### config.mk
export PLATFORM = sky130hd
export DESIGN_NAME = rtc_datetime_register_codec_top
export DESIGN_NICKNAME = d
export VERILOG_FILES = /design/src/rtl/rtcdtc_pkg.sv /design/src/rtl/rtc_datetime_register_codec_top.sv
export VERILOG_INCLUDE_DIRS = /design/src /design/src/rtl
export SDC_FILE = /design/constraint.sdc
export NUM_CORES = 1
export LEC_CHECK = 0
export ABC_AREA = 1
export BUFFER_PORTS_ARGS = -buffer_cell sky130_fd_sc_hd__buf_2
export CAP_MARGIN = 25
export CORE_UTILIZATION = 41
export CTS_CLUSTER_DIAMETER = 50
export DETAILED_ROUTE_END_ITERATION = 10
export HOLD_SLACK_MARGIN = 0.05
export PLACE_DENSITY_LB_ADDON = 0.2
export SKIP_LAST_GASP = 1
export SLEW_MARGIN = 0
export SYNTH_ARGS = -nofsm -noshare
export SYNTH_HDL_FRONTEND = slang
export SYNTH_SLANG_ARGS = --single-unit
### constraint.sdc
create_clock -name aclk -period 7.8 [get_ports aclk]
set_clock_uncertainty 0.1 [all_clocks]
set_input_delay 0.39 -clock aclk [delete_from_list [all_inputs] [get_ports aclk]]
set_output_delay 0.39 -clock aclk [all_outputs]
set_load 0.02 [all_outputs]
### src/rtl/assert_macros.svh
// Assertion helpers included by the codec top level.
`ifndef ASSERT_MACROS_SVH
`define ASSERT_MACROS_SVH

// Same-cycle implication, switched off while reset is held.
`define ASSERT_CLK(label, clk, rstn, ante, cons, msg) \
    label: assert property (@(posedge clk) disable iff (!rstn) (ante) |-> (cons)) \
        else $error(msg);

// Next-cycle implication, switched off while reset is held.
`define ASSERT_NEXT(label, clk, rstn, ante, cons, msg) \
    label: assert property (@(posedge clk) disable iff (!rstn) (ante) |=> (cons)) \
        else $error(msg);

`endif

### src/rtl/rtcdtc_pkg.sv
`timescale 1ns / 1ps

package rtcdtc_pkg;

    localparam int IN_DATA_W  = 112;
    localparam int OUT_DATA_W = 96;
    localparam int IMG_W      = 56;

    localparam logic [15:0] YEAR_BASE = 16'd2000;
    localparam logic [15:0] YEAR_LAST = 16'd2099;

    typedef enum logic [1:0] {
        STATUS_OK        = 2'd0,
        STATUS_INTEGRITY = 2'd1,
        STATUS_INVALID   = 2'd2
    } status_t;

    // Packed BCD byte to binary, each nibble taken at face value.
    function automatic logic [7:0] from_bcd(input logic [7:0] v);
        logic [7:0] hi;
        hi = {4'd0, v[7:4]};
        return (hi << 3) + (hi << 1) + {4'd0, v[3:0]};
    endfunction

    // Binary 0..99 to packed BCD; tens by reciprocal multiply (205 / 2048).
    function automatic logic [7:0] to_bcd(input logic [6:0] v);
        logic [14:0] prod;
        logic [3:0]  tens;
        logic [6:0]  rem;
        prod = 15'(v) * 15'd205;
        tens = prod[14:11];
        rem  = v - ((7'(tens) << 3) + (7'(tens) << 1));
        return {tens, rem[3:0]};
    endfunction

    function automatic logic [4:0] month_days(input logic [3:0] mo, input logic leap);
        logic [4:0] len;
        case (mo) inside
            4'd1, 4'd3, 4'd5, 4'd7, 4'd8, 4'd10, 4'd12: len = 5'd31;
            4'd4, 4'd6, 4'd9, 4'd11:                   len = 5'd30;
            4'd2:                                       len = leap ? 5'd29 : 5'd28;
            default:                                    len = 5'd0;
        endcase
        return len;
    endfunction

    // Weekday offset of each month for the Sakamoto method.
    function automatic logic [2:0] dow_offset(input logic [3:0] mo);
        logic [2:0] off;
        case (mo)
            4'd1:    off = 3'd0;
            4'd2:    off = 3'd3;
            4'd3:    off = 3'd2;
            4'd4:    off = 3'd5;
            4'd5:    off = 3'd0;
            4'd6:    off = 3'd3;
            4'd7:    off = 3'd5;
            4'd8:    off = 3'd1;
            4'd9:    off = 3'd4;
            4'd10:   off = 3'd6;
            4'd11:   off = 3'd2;
            4'd12:   off = 3'd4;
            default: off = 3'd0;
        endcase
        return off;
    endfunction

    // Remainder by seven of an 8-bit value: octal digits fold because 8 is 1 mod 7.
    function automatic logic [2:0] mod7(input logic [7:0] v);
        logic [4:0] s1;
        logic [3:0] s2;
        s1 = 5'(v[7:6]) + 5'(v[5:3]) + 5'(v[2:0]);
        s2 = 4'(s1[4:3]) + 4'(s1[2:0]);
        return (s2 >= 4'd7) ? 3'(s2 - 4'd7) : s2[2:0];
    endfunction

endpackage

### src/rtl/rtc_datetime_register_codec_top.sv
`timescale 1ns / 1ps
// Real-time clock date-time codec.
// The slave channel takes one word per transfer: s_tuser selects encode (0) or decode (1),
// s_tdata carries the binary date-time and a seven-byte register image. Encode checks the
// date-time, works out the weekday and packs the BCD register image; decode strips the
// control bits from each date and time byte, converts it from BCD and checks the result.
// The master channel returns exactly one word per accepted word, in order: m_tuser holds
// the status and m_tdata the decoded fields and the encoded image. On any failure every
// field but the status is zero.
// A word passes three register stages: decode and range checks, month length plus BCD
// packing plus the weekday sum, and the weekday remainder with the final zeroing. m_tvalid
// rises once the word has reached the third stage register.
// A new word may be accepted every cycle while m_tready stays high.
// When the receiver stalls, each stage holds its word and empty stages ahead of a stalled
// stage still fill, so up to three words are held before s_tready drops; nothing is lost
// or repeated. s_tready is combinational from m_tready through the stage valid bits.
// Reset (aresetn low at a clock edge) empties all three stages; the block keeps no
// other state, so there is no set-up phase after reset.
module rtc_datetime_register_codec_top (
    input  logic         aclk,
    input  logic         aresetn,
    input  logic         s_tvalid,
    output logic         s_tready,
    // [15:0] year, [23:16] month, [31:24] day, [39:32] hour, [47:40] minute,
    // [55:48] second, [111:56] register_image_in
    input  logic [111:0] s_tdata,
    // [0] action
    input  logic [0:0]   s_tuser,
    output logic         m_tvalid,
    input  logic         m_tready,
    // [11:0] year_out, [15:12] month_out, [20:16] day_out, [25:21] hour_out,
    // [31:26] minute_out, [37:32] second_out, [93:38] register_image_out, [95:94] zero
    output logic [95:0]  m_tdata,
    // [1:0] status
    output logic [1:0]   m_tuser
);

    // ---------------------------------------------------------------------
    // Handshake: a stage takes a word when it is empty or its word moves on.
    // ---------------------------------------------------------------------
    logic a_valid_reg, b_valid_reg, c_valid_reg;
    logic a_ready, b_ready, c_ready;

    assign c_ready  = !c_valid_reg || m_tready;
    assign b_ready  = !b_valid_reg || c_ready;
    assign a_ready  = !a_valid_reg || b_ready;
    assign s_tready = a_ready;

    // ---------------------------------------------------------------------
    // Stage A: pick encode or decode fields, convert from BCD, range checks.
    // ---------------------------------------------------------------------
    logic [rtcdtc_pkg::IMG_W-1:0] img_in;
    logic [15:0] year_in;
    logic        enc;
    logic [7:0]  dec_s, dec_mi, dec_h, dec_d, dec_mo, dec_y;
    logic [7:0]  sel_s, sel_mi, sel_h, sel_d, sel_mo;
    logic [15:0] year_off;
    logic [6:0]  sel_yy;
    logic        year_ok;

    assign img_in  = s_tdata[111:56];
    assign year_in = s_tdata[15:0];
    assign enc     = !s_tuser[0];

    assign dec_s  = rtcdtc_pkg::from_bcd({1'b0, img_in[6:0]});
    assign dec_mi = rtcdtc_pkg::from_bcd({1'b0, img_in[14:8]});
    assign dec_h  = rtcdtc_pkg::from_bcd({2'b0, img_in[21:16]});
    assign dec_d  = rtcdtc_pkg::from_bcd({2'b0, img_in[29:24]});
    assign dec_mo = rtcdtc_pkg::from_bcd({3'b0, img_in[44:40]});
    assign dec_y  = rtcdtc_pkg::from_bcd(img_in[55:48]);

    assign year_off = year_in - rtcdtc_pkg::YEAR_BASE;

    always_comb begin
        if (enc) begin
            sel_s   = s_tdata[55:48];
            sel_mi  = s_tdata[47:40];
            sel_h   = s_tdata[39:32];
            sel_d   = s_tdata[31:24];
            sel_mo  = s_tdata[23:16];
            sel_yy  = year_off[6:0];
            year_ok = (year_in >= rtcdtc_pkg::YEAR_BASE) && (year_in <= rtcdtc_pkg::YEAR_LAST);
        end else begin
            sel_s   = dec_s;
            sel_mi  = dec_mi;
            sel_h   = dec_h;
            sel_d   = dec_d;
            sel_mo  = dec_mo;
            sel_yy  = dec_y[6:0];
            year_ok = (dec_y <= 8'd99);
        end
    end

    logic       a_enc_reg, a_integ_reg, a_range_ok_reg;
    logic [6:0] a_yy_reg;
    logic [3:0] a_mo_reg;
    logic [4:0] a_d_reg, a_h_reg;
    logic [5:0] a_mi_reg, a_s_reg;

    always_ff @(posedge aclk) begin
        if (!aresetn) begin
            a_valid_reg <= 1'b0;
        end else if (a_ready) begin
            a_valid_reg <= s_tvalid;
        end
    end

    always_ff @(posedge aclk) begin
        if (a_ready && s_tvalid) begin
            a_enc_reg      <= enc;
            a_integ_reg    <= !enc && img_in[7];
            a_range_ok_reg <= year_ok && (sel_mo >= 8'd1) && (sel_mo <= 8'd12) &&
                              (sel_d >= 8'd1) && (sel_d <= 8'd31) &&
                              (sel_h < 8'd24) && (sel_mi < 8'd60) && (sel_s < 8'd60);
            a_yy_reg       <= sel_yy;
            a_mo_reg       <= sel_mo[3:0];
            a_d_reg        <= sel_d[4:0];
            a_h_reg        <= sel_h[4:0];
            a_mi_reg       <= sel_mi[5:0];
            a_s_reg        <= sel_s[5:0];
        end
    end

    // ---------------------------------------------------------------------
    // Stage B: month length check, BCD packing and the weekday sum.
    // The years checked are 2000 to 2099, so a year is a leap year exactly when
    // it divides by four. In the Sakamoto sum the constant part for a year of
    // 2000 + b is 2485 + b + b/4, and 2485 is a multiple of seven; January and
    // February of 2000 count against 1999, which leaves five.
    // ---------------------------------------------------------------------
    logic       early;
    logic [6:0] wk_year;
    logic [7:0] wk_sum;
    logic       day_ok;

    assign early   = (a_mo_reg < 4'd3);
    assign wk_year = a_yy_reg - 7'(early);
    assign day_ok  = (a_d_reg <= rtcdtc_pkg::month_days(a_mo_reg, (a_yy_reg[1:0] == 2'd0)));

    always_comb begin
        if (early && (a_yy_reg == 7'd0)) begin
            wk_sum = 8'd5 + 8'(rtcdtc_pkg::dow_offset(a_mo_reg)) + 8'(a_d_reg);
        end else begin
            wk_sum = 8'(wk_year) + 8'(wk_year[6:2]) +
                     8'(rtcdtc_pkg::dow_offset(a_mo_reg)) + 8'(a_d_reg);
        end
    end

    logic       b_enc_reg, b_integ_reg, b_ok_reg;
    logic [6:0] b_yy_reg;
    logic [3:0] b_mo_reg;
    logic [4:0] b_d_reg, b_h_reg;
    logic [5:0] b_mi_reg, b_s_reg;
    logic [7:0] b_bcd_s_reg, b_bcd_mi_reg, b_bcd_h_reg, b_bcd_d_reg;
    logic [7:0] b_bcd_mo_reg, b_bcd_yy_reg, b_wk_sum_reg;

    always_ff @(posedge aclk) begin
        if (!aresetn) begin
            b_valid_reg <= 1'b0;
        end else if (b_ready) begin
            b_valid_reg <= a_valid_reg;
        end
    end

    always_ff @(posedge aclk) begin
        if (b_ready && a_valid_reg) begin
            b_enc_reg    <= a_enc_reg;
            b_integ_reg  <= a_integ_reg;
            b_ok_reg     <= a_range_ok_reg && day_ok;
            b_yy_reg     <= a_yy_reg;
            b_mo_reg     <= a_mo_reg;
            b_d_reg      <= a_d_reg;
            b_h_reg      <= a_h_reg;
            b_mi_reg     <= a_mi_reg;
            b_s_reg      <= a_s_reg;
            b_bcd_s_reg  <= rtcdtc_pkg::to_bcd({1'b0, a_s_reg});
            b_bcd_mi_reg <= rtcdtc_pkg::to_bcd({1'b0, a_mi_reg});
            b_bcd_h_reg  <= rtcdtc_pkg::to_bcd({2'b0, a_h_reg});
            b_bcd_d_reg  <= rtcdtc_pkg::to_bcd({2'b0, a_d_reg});
            b_bcd_mo_reg <= rtcdtc_pkg::to_bcd({3'b0, a_mo_reg});
            b_bcd_yy_reg <= rtcdtc_pkg::to_bcd(a_yy_reg);
            b_wk_sum_reg <= wk_sum;
        end
    end

    // ---------------------------------------------------------------------
    // Stage C: weekday remainder, status and zeroing of the unused fields.
    // ---------------------------------------------------------------------
    rtcdtc_pkg::status_t        status_next;
    logic [11:0]                year_out_next;
    logic [rtcdtc_pkg::IMG_W-1:0] image_next;
    logic [rtcdtc_pkg::OUT_DATA_W-1:0] data_next;

    assign year_out_next = 12'(rtcdtc_pkg::YEAR_BASE) + 12'(b_yy_reg);

    always_comb begin
        data_next  = '0;
        image_next = {b_bcd_yy_reg, b_bcd_mo_reg, 5'd0, rtcdtc_pkg::mod7(b_wk_sum_reg),
                      b_bcd_d_reg, b_bcd_h_reg, b_bcd_mi_reg, b_bcd_s_reg};
        if (b_integ_reg) begin
            status_next = rtcdtc_pkg::STATUS_INTEGRITY;
        end else if (!b_ok_reg) begin
            status_next = rtcdtc_pkg::STATUS_INVALID;
        end else begin
            status_next = rtcdtc_pkg::STATUS_OK;
            if (b_enc_reg) begin
                data_next[93:38] = image_next;
            end else begin
                data_next[11:0]  = year_out_next;
                data_next[15:12] = b_mo_reg;
                data_next[20:16] = b_d_reg;
                data_next[25:21] = b_h_reg;
                data_next[31:26] = b_mi_reg;
                data_next[37:32] = b_s_reg;
            end
        end
    end

    logic [rtcdtc_pkg::OUT_DATA_W-1:0] c_data_reg;
    logic [1:0]                        c_status_reg;

    always_ff @(posedge aclk) begin
        if (!aresetn) begin
            c_valid_reg <= 1'b0;
        end else if (c_ready) begin
            c_valid_reg <= b_valid_reg;
        end
    end

    always_ff @(posedge aclk) begin
        if (c_ready && b_valid_reg) begin
            c_data_reg   <= data_next;
            c_status_reg <= status_next;
        end
    end

    assign m_tvalid = c_valid_reg;
    assign m_tdata  = c_data_reg;
    assign m_tuser  = c_status_reg;

    // ---------------------------------------------------------------------
    // Checks
    // ---------------------------------------------------------------------
`include "assert_macros.svh"

    `ASSERT_CLK(a_fail_zero, aclk, aresetn, m_tvalid && (m_tuser != rtcdtc_pkg::STATUS_OK), m_tdata == '0, "failed word carries non-zero data")
    `ASSERT_CLK(a_empty_ready, aclk, aresetn, !m_tvalid, s_tready, "input stalled while the output stage is empty")
    `ASSERT_CLK(a_weekday_range, aclk, aresetn, m_tvalid && (m_tuser == rtcdtc_pkg::STATUS_OK), m_tdata[72:70] < 3'd7, "weekday out of range")
    `ASSERT_NEXT(a_mid_hold, aclk, aresetn, b_valid_reg && !c_ready, b_valid_reg, "middle stage dropped a stalled word")

endmodule
==> reports/qor.csv <==
metric,value,unit
Final Critical Period,4347,ps
Hold Path Class,in2reg,
share of layout cells above drive strength 1,0.1593,
CP Launch Point,a_yy_reg[4]$_DFFE_PP_,
switching part of the total,0.3312,
Core Region,0.03387,mm²
Detailed Route WL,28100,µm
WP data arrival,4550,ps
"top cells by area, synth","edfxtp_1 (42%), ha_1 (21%), inv_1 (8.2%)",
die area,0.03552,mm²
DRC,0,
Synth Instances,1430,
RSZ-0062 raised after global routing,no,
largest area contributor in the netlist,edfxtp_1,
max-slew violation count,0,
synthesized flop and latch total,205,
GRT Overall Usage,0.1625,
sequential power share,0.348,
Setup Viol. Count Final,0,
antenna violations before repair,1,
sequential share of the synthesized area,0.4276,
CP Capture Point,b_bcd_yy_reg[3]$_DFFE_PP_,
TritonCTS clock tree,done,
pwr dens,241.4,mW/mm²
Gate power share,0.333,
CP endpoint kind,flop,
"Hold Vio Cnt, Final",0,
highest clock rate,230.1,MHz
fill count,3190,
Final Cycle Share,0.5573,
Antenna Nets Post-Route,0,
required time of the critical path,8000,ps
Die Span Y,188.5,µm
total clock sinks,205,
max reg flops,78,
"Design Area, Final",0.01675,mm²
clk_lat worst skew,560,ps
slew of the pin with the lowest slew margin,935.9,ps
vias per inst,4.582,
Pre-Repair DR Iteration Count,5,
worst flop-to-flop path endpoint,b_bcd_yy_reg[3]$_DFFE_PP_,
crit path max fanout,7,
ys flop type,edfxtp_1,
Fin Setup TNS,0,ps
reg2reg path depth,22,
Mean Syn Cell Area,9.968,µm²
Reg-to-Reg Start,a_yy_reg[4]$_DFFE_PP_,
Vias,9710,
synth unique cells,51,
H-tree lvl count,1,
top cell type's share of synthesized area,0.4192,
nets@finish,2045,
Slew HR,0.3760,
Worst-path clk slew,50,ps
internal power component,2.705,mW
vias in the first global route,9755,
area post-placement,0.01563,mm²
clock power share,0.319,
Post-synth ARST share,0,
first-pass GRT wire length,46420,µm
die width,188.5,µm
gr ovfl total,0,
R2R Setup Slk,3450,ps
CP Class,reg2reg,
Max Root-Sink Buffers,3,
NetSw,1.340,mW
Initial Utilization,0.4209,
IO Pins,217,
pin count of the biggest net entering global routing,69,
Port Buffers,184,
dpl hpwl,21900,µm
Mapped Area,0.01425,mm²
VDD IR max,0.1628,mV
TritonCTS Buffers,29,
HP Start,s_tdata[104],
DR WL/cell,13.26,µm
most common cell in the netlist,inv_1,
status,finished clean,
yosys synthesis warning count,0,
synth-to-layout area growth,17.54,%
DR iter-0 viols,376,
# rows,67,
Worst setup SP type,flop,
Max Cap Viol,0,
GPL Wtd Cong,0.8338,
synth cell count leaders,"inv_1 (310), ha_1 (235), nand2_1 (216)",
Root Buffer,clkbuf_16,
Pleak,8.622,nW
Post-synth EDFFs,199,
stage by stage:
step / power [mW] / util / cells / setup WS, ps / hold slack (ps)
floorplan: 2.469 / - / 1445 / 2853 / 300.3
global placement: 2.726 / 0.4608 / 2048 / 3439 / 303.4
detailed placement: 2.782 / 0.4614 / 2049 / 3401 / 307.4
CTS: 4.099 / 0.4946 / 2118 / 3400 / 53.55
global route: 4.375 / 0.4946 / 2118 / 3093 / 72.72
finish: 4.045 / 0.4947 / 2119 / 3453 / 61.35
critical path, stage by stage, from the launching register on:
cell      delay [ps]
edfxtp_1         540
inv_1            110
ha_1             340
inv_1             70
fa_1             510
inv_1             40
ha_1             260
inv_1             50
fa_1             490
inv_1             40
ha_1             180
a21oi_1          160
o21a_1           150
nand2_1           60
nand2_1           70
nand2_1           60
xnor2_1          120
inv_1             70
ha_1             190
xor2_1           150
nand3b_1         190
nand3_1          100
nand2_1           50
worst min-delay path by stage:
| stage | cells past startpoint | endpoint | slack, ps |
|---|---|---|---|
| after global routing | 3 | a_s_reg[2]$_DFFE_PP_ | 70 |
| after global placement | 0 | b_integ_reg$_DFFE_PP_ | 300 |
| after detailed placement | 0 | b_enc_reg$_DFFE_PP_ | 310 |
| final | 3 | a_yy_reg[0]$_DFFE_PP_ | 60 |
| after CTS | 3 | a_mi_reg[2]$_DFFE_PP_ | 50 |
| after floorplan | 0 | b_enc_reg$_DFFE_PP_ | 300 |
power groups by stage:
stage	Clock [mW]	Combinational, mW	Sequential, mW
2_1_floorplan	0	1.05	1.42
3_3_place_gp	0	1.30	1.43
3_5_place_dp	0	1.35	1.43
4_1_cts	1.32	1.37	1.41
5_1_grt	1.36	1.59	1.42
6_report	1.29	1.35	1.41
area by class of cell:
class / instances / area (µm²) / share of cell area
well taps: 448 / 560.5 / 0.03346
clock inverters: 22 / 231.5 / 0.01382
multi-input cells: 895 / 6824 / 0.4073
clock buffers: 31 / 733.2 / 0.04376
flip-flops and latches: 205 / 6096 / 0.3638
repair buffers: 206 / 1139 / 0.06796
inverters: 311 / 1169 / 0.06975
diodes: 1 / 2.502 / 0.0001494
timing repair:
action,in CTS,in global routing
resized for setup,0,0
endpoints found under the hold margin,15,0
hold buffers,16,0
setup buffers,0,0
kinds of logic after synthesis:
kind of cell | share of synthesized area
XOR/XNOR | 0.02519
other | 0.0002631
AND/OR/NAND/NOR | 0.1328
AO/OA/AOI/OAI | 0.04591
buffers and inverters | 0.09874
adder cells (fa/ha/maj) | 0.2695
flip-flops | 0.4276
routing by layer:
layer  track usage  wire [µm]
met1        0.2030      12900
met2        0.2902      13500
met3       0.02384       1183
met4       0.04529        522
met5             0          0
placed cells by master, fill, tap and decap left out, types with 19 or more instances in the layout:
cell type and instances:
a21oi_1 39, buf_2 184, clkbuf_16 29, edfxtp_1 199, fa_1 45, ha_1 235
inv_1 309, nand2_1 216, nand3_1 50, nor2_1 130, o21ai_0 32, xnor2_1 19
xor2_1 22
(Power assumes the default switching activity.)
